==> config.mk <==
export PLATFORM = sky130hd
export DESIGN_NAME = tgpb_div
export DESIGN_NICKNAME = d
export VERILOG_FILES = /design/src/hdl/tgpb_div.sv
export SDC_FILE = /design/constraint.sdc
export NUM_CORES = 1
export LEC_CHECK = 0
export BUFFER_PORTS_ARGS = -buffer_cell sky130_fd_sc_hd__buf_2
export CAP_MARGIN = 10
export CORE_MARGIN = 5
export CORE_UTILIZATION = 40
export DETAILED_ROUTE_END_ITERATION = 16
export GPL_TIMING_DRIVEN = 0
export SYNTH_ARGS = -nofsm -noshare
export SYNTH_HDL_FRONTEND = slang
export SYNTH_SLANG_ARGS = --single-unit
==> constraint.sdc <==
create_clock -name clk -period 2.8 [get_ports clk]
set_input_delay 0.14 -clock clk [delete_from_list [all_inputs] [get_ports clk]]
set_output_delay 0.14 -clock clk [all_outputs]
set_load 0.03 [all_outputs]
==> src/hdl/tgpb_div.sv <==
// Pipelined restoring divider, one quotient bit per stage, with sideband data.
module tgpb_div #(
  parameter int unsigned NW  = 16,
  parameter int unsigned DW  = 8,
  parameter int unsigned SBW = 1
) (
  input  logic           clk,
  input  logic           rst_n,
  input  logic           en,
  input  logic           vld_i,
  input  logic [NW-1:0]  num_i,
  input  logic [DW-1:0]  den_i,
  input  logic [SBW-1:0] side_i,
  output logic           vld_o,
  output logic [NW-1:0]  quot_o,
  output logic [DW-1:0]  rem_o,
  output logic [SBW-1:0] side_o
);

  logic [NW-1:0]  vld_r;
  logic [DW-1:0]  rem_r   [NW];
  logic [NW-1:0]  nq_r    [NW];
  logic [DW-1:0]  den_r   [NW];
  logic [SBW-1:0] side_r  [NW];

  logic [NW-1:0]  src_vld;
  logic [DW-1:0]  src_rem [NW];
  logic [NW-1:0]  src_nq  [NW];
  logic [DW-1:0]  src_den [NW];
  logic [SBW-1:0] src_side[NW];
  logic [DW-1:0]  rem_nxt [NW];
  logic [NW-1:0]  nq_nxt  [NW];

  // Each stage takes the previous stage's registers; stage zero takes the inputs.
  always_comb begin
    src_vld[0]  = vld_i;
    src_rem[0]  = '0;
    src_nq[0]   = num_i;
    src_den[0]  = den_i;
    src_side[0] = side_i;
    for (int i = 1; i < NW; i++) begin
      src_vld[i]  = vld_r[i-1];
      src_rem[i]  = rem_r[i-1];
      src_nq[i]   = nq_r[i-1];
      src_den[i]  = den_r[i-1];
      src_side[i] = side_r[i-1];
    end
  end

  // Shift in the next numerator bit and try one subtraction.
  always_comb begin
    logic [DW:0] trial;
    for (int i = 0; i < NW; i++) begin
      trial = {src_rem[i], src_nq[i][NW-1]};
      if (trial >= {1'b0, src_den[i]}) begin
        rem_nxt[i] = DW'(trial - {1'b0, src_den[i]});
        nq_nxt[i]  = {src_nq[i][NW-2:0], 1'b1};
      end else begin
        rem_nxt[i] = trial[DW-1:0];
        nq_nxt[i]  = {src_nq[i][NW-2:0], 1'b0};
      end
    end
  end

  // Valid bits are control state and clear at reset.
  always_ff @(posedge clk) begin
    if (!rst_n) begin
      vld_r <= '0;
    end else if (en) begin
      vld_r <= src_vld;
    end
  end

  always_ff @(posedge clk) begin
    if (en) begin
      for (int i = 0; i < NW; i++) begin
        rem_r[i]  <= rem_nxt[i];
        nq_r[i]   <= nq_nxt[i];
        den_r[i]  <= src_den[i];
        side_r[i] <= src_side[i];
      end
    end
  end

  assign vld_o  = vld_r[NW-1];
  assign quot_o = nq_r[NW-1];
  assign rem_o  = rem_r[NW-1];
  assign side_o = side_r[NW-1];

  // A finished remainder is always below its divisor.
  a_rem_below_den: assert property (@(posedge clk) disable iff (!rst_n)
    vld_r[NW-1] |-> (rem_r[NW-1] < den_r[NW-1]))
    else $error("divider remainder not below divisor");

endmodule

Word level (Yosys, flattened, before mapping)
Memories as Yosys holds them, arrays and structs flattened.
Cells that the tools add are included.

word-level totals
  memories kept = 4
  register bits after elaboration = 16
  memory bits (writable) = 528

memory list
  memory  words  bits a word  read ports  clocked after Yosys merged registers in  wr ports  line  text
  nq_r    16     16           16          0                                        16        22    logic [NW-1:0] nq_r [NW];
  den_r   16     8            15          0                                        16        23    logic [DW-1:0] den_r [NW];
  rem_r   16     8            16          0                                        16        21    logic [DW-1:0] rem_r [NW];
  side_r  16     1            16          0                                        16        24    logic [SBW-1:0] side_r [NW];

operators by class
  mux-type cells = 34
  $lt $le $gt $ge = 16
  add/subtract/negate cells = 16

operators by type and width
  operator                      count
  >= comparator 9 x 8 -> 1 bit  15
  2-to-1 mux 8 bit              16
  subtractor 8 bit              15
  2-to-1 mux 1 bit              18
  >= comparator 1 x 8 -> 1 bit  1
  subtractor 1 x 8 -> 8 bit     1

Depth between registers and ports, before layout
An unclocked memory read counts as a cell.

  word-level depth = 3
  gate-level depth with buffers = 8
  depth with buffers taken out = 8

Worst setup path before layout
OpenSTA, ideal clock, no wires.

  path type = reg-to-reg
  start point = memory rem_r[5][2], in the netlist rem_r[0][42]
  end point = memory rem_r[6][2], in the netlist rem_r[0][50] (data pin)
  data required time = 2.540 ns
  stages on the path, launching flop included = 7
  path buffers = 0
  arrival time = 1.817 ns
  clock period less this slack = 2.076 ns
  setup slack = 0.724 ns
  cell sequence = edfxtp_1 > ha_1 > a21o_1 > a21oi_2 > o21ai_2 > a41oi_4 > mux2_2

RTL lines
  element          line
  start, declared  21

==> impl_metrics.ini <==
[sta]
final.setup.tns_ps = 0
slew_viol_final = 0
skew_ps = 7.79
fin_crit_sh_pct = 89.0
hold_ws_ps = 239
finalHoldViolCount = 0
worstMarginPinSlew_ps = 656
rsz0062_at_grt = false
fin_crit_ps = 2490
max_freq_mhz = 401
setup_viol = 0
fin_ws_ps = 307
max_slew_margin_pct = 56.2

[detailed_routing]
route.detailed.drc = 0
viasPerCell = 4.81
num_vias = 12400
postRouteWirelength_mm = 36.1
drt_iter0_drc = 637
antenna_left = 0
wl_per_cell_um = 14.0
firstDrtPassIters = 4

[synthesis]
yosysSeqAreaShare_pct = 67.3
synth-edff-count = 520
postSynth.asyncResetShare_pct = 0
syn_area_sq_um = 23700
ys_ff_latch = 536
syn_nets = 1771
syn_inst = 1605
synth_area_per_cell_sq_um = 14.8
synth_warnings = 0
yosys_most_used_dff = edfxtp_1
synth_cell_types = 62

[placement]
dpl_worst_slack_ps = 195
place_area_sq_um = 25000
io_buffers = 54
dp_hpwl_mm = 23.5
dp_cells = 2436
routabilityCongestion = 0.798

[clocking]
h-tree-depth = 2
path_clk_slew_ps = 60
cts_buffers = 58
clkSinkCount = 536
post-cts-setup-buffer-count = 0
clk_latency_ps = 610
clockBufferDepth = 3
cts_tree = built
ctsResizeCount = 0
cts_root_buf = clkbuf_16

[final_layout]
layout_common_cells = edfxtp_1 (520), inv_1 (158), ha_1 (122)
antenna_cells = 0
nNetsFinal = 1919
area_growth_pct = 15.0
layout-drive-gt1-share_pct = 15.6
fill_cells = 5079
final_common_cell = edfxtp_1
final_cells = 2573
final_area_sq_um = 27200

[setup_path]
setup.worst_path.start_class = input pin
crit_slowest_cell = dlygate4sd3_1
setup.worst_path.start = en
path_max_fanout = 109
cp_data_required_time_ps = 3290
path_cells = dlygate4sd3_1 > buf_8 > buf_16 > buf_16 > buf_2 > mux2i_1 > nor2b_1 > dlygate4sd3_1
cp.arrival_ps = 2980
endpoint_kind = flip-flop
critPathMaxStageDelay_ps = 560
critical_path_class = input pin to flip-flop
crit_buf_inv = 6
r2r_start = den_r[0][59]
path_delay_family = buffers and inverters

[pwr]
power.density_nw_per_um2 = 948
power_leakage_uw = 0.0103
ir_drop_mv = 0.636

[grt]
grt_util_met3_pct = 2.65
grt_pass1_vias = 12600
grt_first_pass_wirelength_mm = 60.5
grt_overflow = 0
grtUsageMet2_pct = 19.0
grt_antenna_before_repair = 0
grt_max_degree = 139
grt.total_usage_pct = 11.2
grt_use_met1_pct = 14.2
top_usage_layer = met2

[floorplanning]
start_util_pct = 40.3
fp.dieArea_sq_um = 64200
rows = 89
fp.dieH_um = 253
design.core.area_sq_um = 58800
dieWidth_um = 253
boundaryPins = 55

[flow_run]
maxCapViolCount = 0

[worst_hold_path]
hold_start = num_i[5]
min_path_type = input pin to flip-flop

[status]
status = completed
==> sequential cells by signal, indices dropped and copies added, names as in the netlist <==
register	flops
vld_r	16
den_r	120
nq_r	256
rem_r	128
side_r	16
==> metrics by stage <==
step	power (uW)	util, %
after floorplan	16800	-
after global placement	18300	42.4
after detailed placement	18500	42.6
after CTS	26100	46.3
after global routing	27500	46.3
final	25800	46.3
==> layer usage <==
layer  vias up  wire, um
li1       6269         -
met4         0      1160
met1      5842     15900
met3        83      1590
met2       187     17400
met5         -         0
==> cells by family (layout without fill, tap and decap cells) <==
kind of cell | Yosys count | in the layout | share of synthesized area, %
DFF | 536 | 536 | 67.3
adders and majority gates | 137 | 137 | 7.71
xor gates and xnor gates | 45 | 45 | 1.66
muxes | 68 | 68 | 3.22
and+or+nand+nor | 285 | 285 | 6.45
buffers and inverters | 204 | 399 | 3.88
AOI/OAI and AO/OA | 330 | 330 | 9.81
==> power by group <==
group          internal, uW  switching [uW]
sequential            10600             553
combinational          3280            4010
clock                  4320            3110
==> synth_stat cells (22+ instances only) <==
master / number / area [sq um]
edfxtp_1: 520 / 15600
inv_1: 158 / 593
ha_1: 122 / 1530
o21ai_0: 98 / 490
nand2_1: 88 / 330
a21oi_1: 70 / 350
nor2b_1: 36 / 225
mux2i_1: 33 / 330
nor2_1: 33 / 124
mux2_2: 25 / 282
o21a_1: 25 / 188
buf_4: 24 / 180
xor2_1: 23 / 201
xnor2_1: 22 / 193
==> area by class of cell <==
| class | instances | area [sq um] | area share (%) |
|---|---|---|---|
| well taps | 773 | 967 | 3.55 |
| clock inverters | 43 | 379 | 1.39 |
| plain buffers | 38 | 295 | 1.08 |
| flip-flops and latches | 536 | 15900 | 58.5 |
| clock buffers | 64 | 1500 | 5.49 |
| multi-input cells | 865 | 6840 | 25.1 |
| repair buffers | 88 | 706 | 2.59 |
| inverters | 166 | 623 | 2.29 |
==> repair_timing <==
action,4_1_cts,5_1_grt
hold buffers,29,0
endpoints found under the hold margin,75,0
endpoints found under the setup margin,0,1
==> final timing paths <==
path,end,slack (ps),depth (start not counted)
worst min-delay path,nq_r[0][6],240,2
worst max register to register,rem_r[1][2],480,7
worst max-delay path,vld_r[0],310,8
worst min register to register,nq_r[0][125],410,0
==> worst reg2reg max path: cells and delay by family (launching register included) <==
family | cells | cell delay, ps
AO/OA/AOI/OAI | 4 | 880
multiplexers | 1 | 400
flip-flops | 1 | 380
adder cells (fa/ha/maj) | 1 | 340
buffers and inverters | 1 | 60
(Power assumes the default switching activity.)
