===== config.mk =====
export PLATFORM = sky130hd
export DESIGN_NAME = tgpb_key_map
export DESIGN_NICKNAME = d
export VERILOG_FILES = /design/src/hdl/tgpb_pkg.sv /design/src/hdl/tgpb_key_map.sv
export SDC_FILE = /design/constraint.sdc
export NUM_CORES = 2
export LEC_CHECK = 0
export ABC_AREA = 1
export BUFFER_PORTS_ARGS = -buffer_cell sky130_fd_sc_hd__buf_2
export CORE_ASPECT_RATIO = 1.1
export CORE_MARGIN = 1.5
export CORE_UTILIZATION = 55
export CTS_CLUSTER_SIZE = 20
export DETAILED_ROUTE_END_ITERATION = 16
export GPL_TIMING_DRIVEN = 1
export PLACE_DENSITY_LB_ADDON = 0.05
export SYNTH_ARGS = -nofsm -noshare
export SYNTH_HDL_FRONTEND = slang
export SYNTH_SLANG_ARGS = --single-unit

===== constraint.sdc =====
create_clock -name clk -period 8.7 [get_ports clk]
set_clock_uncertainty 0.15 [all_clocks]
set_input_delay 0.435 -clock clk [delete_from_list [all_inputs] [get_ports clk]]
set_output_delay 0.435 -clock clk [all_outputs]
set_load 0.01 [all_outputs]

===== src/hdl/tgpb_pkg.sv =====
// Shared types, register codes and key-layout tables for the glide pitch-bend unit.
package tgpb_pkg;

  localparam int unsigned MODE_BITS  = 2;
  localparam int unsigned RANGE_BITS = 6;
  localparam int unsigned W_BITS     = 10;
  localparam int unsigned BEND_BITS  = 14;
  localparam int unsigned IDX_BITS   = 2;

  // Register indexes of the configuration port.
  localparam logic [IDX_BITS-1:0] REG_BEND_MODE   = 2'd0;
  localparam logic [IDX_BITS-1:0] REG_BEND_RANGE  = 2'd1;
  localparam logic [IDX_BITS-1:0] REG_WHITE_WIDTH = 2'd2;
  localparam logic [IDX_BITS-1:0] REG_LEFT_X      = 2'd3;

  // Bend modes; any other code behaves as the key-center map.
  localparam logic [MODE_BITS-1:0] MODE_KEY   = 2'd0;
  localparam logic [MODE_BITS-1:0] MODE_SEMI  = 2'd1;
  localparam logic [MODE_BITS-1:0] MODE_WHOLE = 2'd2;

  localparam logic [BEND_BITS-1:0] BEND_CENTRE = 14'h2000;
  localparam logic [BEND_BITS-1:0] BEND_MAX    = 14'h3FFF;

  // Static settings that the key-map stages need.
  typedef struct packed {
    logic              key_mode;
    logic              wzero;
    logic [W_BITS-1:0] weff;
  } map_cfg_t;

  // Key centers in half-white-key units, one entry per semitone of an octave.
  function automatic logic [3:0] key_centre(input logic [3:0] s);
    logic [3:0] c;
    case (s)
      4'd0:    c = 4'd1;
      4'd1:    c = 4'd2;
      4'd2:    c = 4'd3;
      4'd3:    c = 4'd4;
      4'd4:    c = 4'd5;
      4'd5:    c = 4'd7;
      4'd6:    c = 4'd8;
      4'd7:    c = 4'd9;
      4'd8:    c = 4'd10;
      4'd9:    c = 4'd11;
      4'd10:   c = 4'd12;
      4'd11:   c = 4'd13;
      default: c = 4'd15;
    endcase
    return c;
  endfunction

  // A segment is steep when its two centers lie one half-key apart.
  function automatic logic seg_steep(input logic [3:0] s);
    return !(s == 4'd4 || s == 4'd11);
  endfunction

endpackage


===== src/hdl/tgpb_key_map.sv =====
// Key-center map for the current and start positions and their semitone difference.
module tgpb_key_map #(
  parameter int unsigned X_BITS = 12,
  parameter int unsigned NMAG   = 18
) (
  input  logic                       clk,
  input  logic                       rst_n,
  input  logic                       en,
  input  tgpb_pkg::map_cfg_t         cfg,
  input  logic                       vld_i,
  input  logic [1:0][X_BITS:0]       q_i,
  input  logic [1:0][12:0]           r_i,
  input  logic [1:0]                 neg_i,
  input  logic signed [NMAG:0]       lin_i,
  output logic                       vld_o,
  output logic [NMAG-1:0]            mag_o,
  output logic                       neg_o
);
  import tgpb_pkg::*;

  localparam int unsigned OCTW = X_BITS + 2;
  localparam int unsigned POSW = NMAG;
  localparam int unsigned DIFW = NMAG + 1;

  logic [3:0] vld_r;

  logic signed [OCTW-1:0] oct_r   [2];
  logic [12:0]            rm_r    [2];
  logic signed [NMAG:0]   lin1_r, lin2_r, lin3_r;

  logic [3:0]             seg_r   [2];
  logic                   low_r   [2];
  logic [13:0]            rem2_r  [2];
  logic signed [POSW-1:0] octw_r  [2];

  logic signed [POSW-1:0] pos_r   [2];

  logic [NMAG-1:0]        mag_r;
  logic                   neg_r;

  logic signed [OCTW-1:0] oct_nxt [2];
  logic [12:0]            rm_nxt  [2];
  logic [3:0]             seg_nxt [2];
  logic                   low_nxt [2];
  logic signed [POSW-1:0] octw_nxt[2];
  logic signed [POSW-1:0] pos_nxt [2];
  logic [NMAG-1:0]        mag_nxt;
  logic                   neg_nxt;
  logic [12:0]            oct_px;

  assign oct_px = 13'(cfg.weff) * 13'd7;

  // Floor the octave toward minus infinity and fold the remainder up.
  always_comb begin
    logic signed [OCTW-1:0] qx;
    for (int l = 0; l < 2; l++) begin
      qx = $signed({1'b0, q_i[l]});
      if (neg_i[l] && r_i[l] != 13'd0) begin
        oct_nxt[l] = -(qx + OCTW'(1));
        rm_nxt[l]  = oct_px - r_i[l];
      end else if (neg_i[l]) begin
        oct_nxt[l] = -qx;
        rm_nxt[l]  = r_i[l];
      end else begin
        oct_nxt[l] = qx;
        rm_nxt[l]  = r_i[l];
      end
    end
  end

  // Find the segment by comparing against the key centers, and scale the octave.
  always_comb begin
    logic [13:0] rem2;
    logic [13:0] thr;
    logic [3:0]  cnt;
    logic signed [OCTW+16:0] prod;
    for (int l = 0; l < 2; l++) begin
      rem2 = {rm_r[l], 1'b0};
      cnt  = '0;
      for (int k = 1; k < 12; k++) begin
        thr = 14'(key_centre(4'(k))) * 14'(cfg.weff);
        cnt = cnt + 4'(rem2 >= thr);
      end
      seg_nxt[l]  = cnt;
      low_nxt[l]  = rem2 <= 14'(cfg.weff);
      prod        = oct_r[l] * $signed({2'b00, 15'(cfg.weff) * 15'd24});
      octw_nxt[l] = POSW'(prod);
    end
  end

  // Interpolate within the segment and add the octave offset.
  always_comb begin
    logic signed [16:0] s2w;
    logic signed [16:0] off;
    for (int l = 0; l < 2; l++) begin
      off = $signed({3'b000, rem2_r[l]})
          - $signed({3'b000, 14'(key_centre(seg_r[l])) * 14'(cfg.weff)});
      if (low_r[l]) begin
        s2w = ($signed({3'b000, rem2_r[l]}) - $signed({7'd0, cfg.weff})) <<< 1;
      end else if (seg_steep(seg_r[l])) begin
        s2w = $signed({1'b0, 15'(cfg.weff) * 15'(seg_r[l]), 1'b0}) + (off <<< 1);
      end else begin
        s2w = $signed({1'b0, 15'(cfg.weff) * 15'(seg_r[l]), 1'b0}) + off;
      end
      pos_nxt[l] = octw_r[l] + POSW'(s2w);
    end
  end

  // Pick the key-map difference or the linear value and split off the sign.
  always_comb begin
    logic signed [DIFW-1:0] num;
    if (!cfg.key_mode) begin
      num = DIFW'(lin3_r);
    end else if (cfg.wzero) begin
      num = '0;
    end else begin
      num = DIFW'(pos_r[0]) - DIFW'(pos_r[1]);
    end
    neg_nxt = num[DIFW-1];
    mag_nxt = num[DIFW-1] ? NMAG'(-num) : NMAG'(num);
  end

  always_ff @(posedge clk) begin
    if (!rst_n) begin
      vld_r <= '0;
    end else if (en) begin
      vld_r <= {vld_r[2:0], vld_i};
    end
  end

  always_ff @(posedge clk) begin
    if (en) begin
      for (int l = 0; l < 2; l++) begin
        oct_r[l]  <= oct_nxt[l];
        rm_r[l]   <= rm_nxt[l];
        seg_r[l]  <= seg_nxt[l];
        low_r[l]  <= low_nxt[l];
        rem2_r[l] <= {rm_r[l], 1'b0};
        octw_r[l] <= octw_nxt[l];
        pos_r[l]  <= pos_nxt[l];
      end
      lin1_r <= lin_i;
      lin2_r <= lin1_r;
      lin3_r <= lin2_r;
      mag_r  <= mag_nxt;
      neg_r  <= neg_nxt;
    end
  end

  assign vld_o = vld_r[3];
  assign mag_o = mag_r;
  assign neg_o = neg_r;

endmodule


## After elaboration in Yosys (flattened, before gate mapping)

Memory sizes are Yosys's and may differ from the RTL's.
Cells that the tools add are included.

| word-level totals | value |
|---|---|
| input bits | 89 |
| logic and storage cells | 120 |
| bits in read-only memories | 128 |
| memories | 9 |
| bits in registers | 80 |
| RAM bits | 156 |
| output and inout bits | 20 |

| cells by class | value |
|---|---|
| mux-type cells | 15 |
| add/subtract/negate cells | 40 |
| multiply operators | 16 |
| equality and inequality tests | 4 |
| order comparisons | 24 |
| reductions and logical operators | 6 |

Memories:

| memory | words | bits a word | rd ports | clocked after memory_dff | write ports | line | RTL |
|---|---|---|---|---|---|---|---|
| (no name shown) | 16 | 4 | 1 | 0 | 0 | tgpb_pkg.sv:34 | `case (s)` |
| (no name shown) | 16 | 4 | 1 | 0 | 0 | tgpb_pkg.sv:34 |  |
| pos_r | 2 | 18 | 2 | 0 | 2 | tgpb_key_map.sv:36 | `logic signed [POSW-1:0] pos_r [2];` |
| octw_r | 2 | 15 | 2 | 0 | 2 | tgpb_key_map.sv:34 | `logic signed [POSW-1:0] octw_r [2];` |
| oct_r | 2 | 14 | 2 | 0 | 2 | tgpb_key_map.sv:27 | `logic signed [OCTW-1:0] oct_r [2];` |
| rem2_r | 2 | 13 | 2 | 0 | 2 | tgpb_key_map.sv:33 | `logic [13:0] rem2_r [2];` |
| 3 more memories | - | - | - | - | - | - |  |

Operators with widths:

| cell | count |
|---|---|
| $ge A14 B14 Y1 | 13 |
| $mux W17 | 4 |
| $add A4 B1 Y4 | 14 |
| $ge A14 B13 Y1 | 4 |
| $mux W14 | 4 |
| $ge A14 B12 Y1 | 3 |
| $mul A4 B10 Y14 const A | 3 |
| $mul A3 B10 Y13 const A | 3 |
| $mux W19 | 2 |
| $add A18 B17 Y18 | 2 |
| $add A16 B15 Y17 | 2 |
| $add A16 B16 Y17 | 2 |
| $mul A14 B13 Y15 | 2 |
| $sub A14 B10 Y15 | 2 |
| $sub A14 B14 Y15 | 2 |
| $add A13 B1 Y14 const B | 2 |
| $ge A14 B11 Y1 | 2 |
| $le A14 B10 Y1 | 2 |
| $mul A10 B4 Y14 | 2 |
| $mul A4 B10 Y14 | 2 |
| $neg A13 Y14 | 2 |
| $neg A14 Y14 | 2 |
| $mux W13 | 2 |
| $reduce_bool A13 Y1 | 2 |
| 15 further kinds | 25 |

## Logic depth before layout (Yosys ltp)

| depth | value |
|---|---|
| word-level depth | 12 |
| depth in mapped cells | 47 |
| depth with buffers taken out | 46 |

## Worst setup path after synthesis

Ideal clock, no wire load.

| path | value |
|---|---|
| path kind | flip-flop to flip-flop |
| start | mem seg_r[0][0] |
| end | mem pos_r[0][17] (netlist bit) (data pin) |
| setup slack | 1.510 ns |
| data required time | 8.301 ns |
| arrival time | 6.791 ns |
| path buffers | 1 |
| library setup time | 0.249 ns |
| clock period less this slack | 7.190 ns |
| cell stages (with the launch flop) | 43 |
| cell sequence | edfxtp_1 > clkbuf_1 > inv_1 > ha_1 > nand2_1 > nand3_1 > nand2_1 > inv_1 > nand2_1 > fa_1 > inv_1 > fa_1 > fa_1 > inv_1 > ha_1 > a21oi_1 > o21ai_0 > a21o_1 > [... 7 more ...] > nand2_1 > nor2_1 > a211oi_1 > nand3_1 > nand2_1 > nand2_1 > a21oi_1 > xor2_1 > a21boi_0 > ha_1 > inv_1 > nor3_1 > nand3_1 > nand2_1 > xnor2_1 > nand3b_1 > nand2_1 > inv_1 |

RTL lines:

| element | line | RTL |
|---|---|---|
| from (decl) | tgpb_key_map.sv:31 | `logic [3:0] seg_r [2];` |
| to (decl) | tgpb_key_map.sv:36 |  |

==> results.txt <==
The count of antenna-violating nets left after detailed routing is 0, and the sum of overflow across all layers after global routing is 0. At the worst endpoint, the arrival time is 8.18 ns. The global placement routability congestion was 0.938. The count of input and output buffers was 108. Summing over every cut layer, the via total after detailed routing is 31600. The via density per instance was 5.46. Ranked by total cell area, the synthesized netlist is headed by ha_1 (21%), edfxtp_1 (19%), fa_1 (15%).

The cell family contributing the most delay on the critical path is adder cells. The classification of the worst-slack hold path is in2reg. In the final timing run, aggregate negative setup slack is 0 ns. Leaving out fill and tap cells, the most frequent cell in the layout is nand2_1. The sequential fraction of the synthesis area is 0.189, and the final count of hold timing violations is 0. Clock latency at the later pin of the worst-skew pair: 0.59 ns. The tools report the initial standard-cell utilization of the core as 0.558. The flow ran to the end, and the final reports show no timing, DRC or antenna violations.

The first detailed-routing pass took 7 iterations. The via count of the first global-routing pass is 30800, and the layout net count is 5904. Setup repair after global routing left no endpoint under its margin.

STA classifies the critical path startpoint as a flip-flop. The number of filler cells placed in the layout is 6218, and the total wire length after detailed routing is 104 mm. The path depth of the worst reg2reg path was 41. ha_1 takes more of the synthesized area than any other cell. The critical path class was reg2reg. At the pin with the least slew margin, the transition time is 0.965 ns.

Entering global routing, the biggest net connects 141 pins. The run gives 66 as the number of unique standard cell types used by synthesis. The number of warnings issued by yosys came out at 0. The fraction of the cycle the final worst path needs was 0.917. In this run, synthesis inferred 232 flip-flops with an integrated enable. The logs give 0.357 for the remaining max-slew budget at the tightest pin and 0 for the quantity of gates resized following cts. Once detailed placement completed, the half-perimeter wirelength came to 82.8 mm.

TritonCTS built the clock tree. The worst path needs 7.98 ns of the cycle, external delays included. TritonCTS created 28 clock buffers. The worst stage delay on the critical path was 0.66 ns; the net count after synthesis was 5752.

The chip width was 251 µm; the floorplan die area was 69200 µm². The area share of the largest cell type after synthesis is 0.209. The tools report the global-route total usage across every layer as 0.305.

The total count of max-transition violations in the final report is 0, and the hold-critical path depth is 3. Based on the critical path, the design can be clocked at up to 0.125 GHz. The overall die height is 276 µm, and the number of synthesized register bits is 236. The tools report the nature of the critical path endpoint as a flip-flop. After clock tree synthesis, the setup repair step added 0 buffers. The tools report the count of pins on the block boundary as 109.

The repair_antennas step left the layout with diodes totalling 0. The number of antenna violations at the first check in global routing was 2; the number of logic stages on the critical path including buffering was 41. The share of layout cells above drive strength 1 came out at 0.0511. In this run, placement finished with an instance count of 5703. In the final routed layout, each cell accounts on average for 17.9 µm.

The CTS clock-pin slew for the worst setup and hold paths was 0.06 ns; the final setup violation count was 0. The run gives 164 mm as the first-pass GRT wire length. The standard cell core area was 66600 µm².

The worst-path cell with the longest stage delay is edfxtp_1. In this run the cell area of the synthesized design comes to 37200 µm². Among all flip-flop cells after synthesis, the most frequent one is edfxtp_1.

Counting both buffers and inverters, the worst setup path holds a total of 6. The tool flagged a number of max-cap violations equal to 0. Data on the critical path is required at its endpoint by 8.90 ns. In this run the worst path has a maximum fanout of 15. The clock passes through at most 3 buffers. Total DRC errors in the routed layout: 0.

Critical path's most frequent cell: nand2_1. The maximum level of the CTS H-tree is 1, and the layout-stage area growth over the synthesis result is 8.07%. The cell count after synthesis is 4759. In the layout the commonest cells are nand2_1 (989), inv_1 (952), ha_1 (622). The root cell of the clock tree is clkbuf_16. For the total number of clock tree sinks, the log shows 236.

The number of standard cells in the final layout excluding fillers came out at 5790. Initial detailed-routing violation count: 2052. The async set-or-reset flop fraction in the synthesized netlist was 0. A synthesized cell averages 7.82 µm².

The floorplan has 99 rows.
registers in the layout, indices dropped and copies added (netlist names), 2 cells and up:
signal and cells:
vld_r 4, rem2_r 26, lin3_r 19, oct_r 28, mag_o 18, lin1_r 19, octw_r 30, pos_r 36
seg_r 8, lin2_r 19, rm_r 26, low_r 2
layer usage:
layer  routed length, µm  vias up  share of wire  track usage
li1                    -    15800              -            -
met1               45600    14900           0.44        0.396
met2               49300      773           0.47        0.534
met3                5510      157          0.053       0.0321
met4                3530        0          0.034       0.0972
met5                   0        -              0            0
worst reg2reg max path: cells and delay by family (launching register included):
kind	cells	cell delay, ns
adder cells (fa/ha/maj)	7	2.83
AND/OR/NAND/NOR	17	1.83
AO/OA/AOI/OAI	9	1.46
flip-flops	1	0.66
buffers and inverters	6	0.58
XOR/XNOR	2	0.22
area by class of cell:
cell class | instances | area (µm²) | share of cell area
clock buffer | 33 | 719 | 0.0179
sequential | 236 | 7050 | 0.175
timing repair buffer | 194 | 1300 | 0.0323
inverter | 964 | 3620 | 0.0901
clock inverter | 18 | 210 | 0.00523
multi-input combinational | 3487 | 26200 | 0.652
tap | 858 | 1070 | 0.0267
stage by stage:
stage | hold slack [ns] | util | instance area, µm² | setup WS [ns]
finish | 0.0207 | 0.603 | 40200 | 0.724
global route | 0.0183 | 0.603 | 40200 | 0.0321
CTS | 0.00389 | 0.603 | 40200 | 0.799
detailed placement | 0.255 | 0.584 | 38900 | 0.819
global placement | 0.250 | 0.584 | 38900 | 0.972
floorplan | 0.250 | - | 37200 | 1.51
synthesized netlist by cell type (all sizes together) (3+ instances only):
master	number
o31ai	13
nand4	38
or2	11
o21a	16
xnor2	58
a211oi	12
clkbuf	60
nor3	74
nand3	184
mux2i	10
nor4	8
buf	12
o2111ai	7
nand3b	25
o211ai	21
ha	622
o221ai	5
a2111oi	3
nor2	294
a21o	21
a31oi	27
a21boi	8
a22oi	3
clkinv	4
o21bai	22
inv	960
o21ai	207
and2	4
dfxtp	4
o22ai	7
nand2	1004
xor2	137
o41ai	3
a21oi	348
fa	282
a221oi	5
edfxtp	232
timing repair:
| item | in CTS | in global routing |
|---|---|---|
| setup endpoints to repair | 0 | 0 |
| endpoints found under the hold margin | 37 | 0 |
| hold buffers | 36 | 0 |
kinds of logic (layout without fill, tap and decap cells):
group / after synthesis / count (layout) / share of synthesized area
and+or+nand+nor: 1645 / 1645 / 0.185
buffers and inverters: 1036 / 1209 / 0.105
adders and majority gates: 904 / 904 / 0.361
AOI/OAI and AO/OA: 733 / 733 / 0.111
DFF: 236 / 236 / 0.189
xor gates and xnor gates: 195 / 195 / 0.0459
muxes: 10 / 10 / 0.00269
path summary, 6_finish.rpt:
check	from	endpoint	slack (ns)
max	seg_r[0][1]	pos_r[0][17]	0.72
min	r_i[8]	rm_r[0][8]	0.02
max reg2reg	seg_r[0][1]	pos_r[0][17]	0.72
min reg2reg	lin1_r[2]	lin2_r[2]	0.27
Power is not shown: default switching activity piles up to over one toggle a cycle in this logic, so the estimate is an artifact.
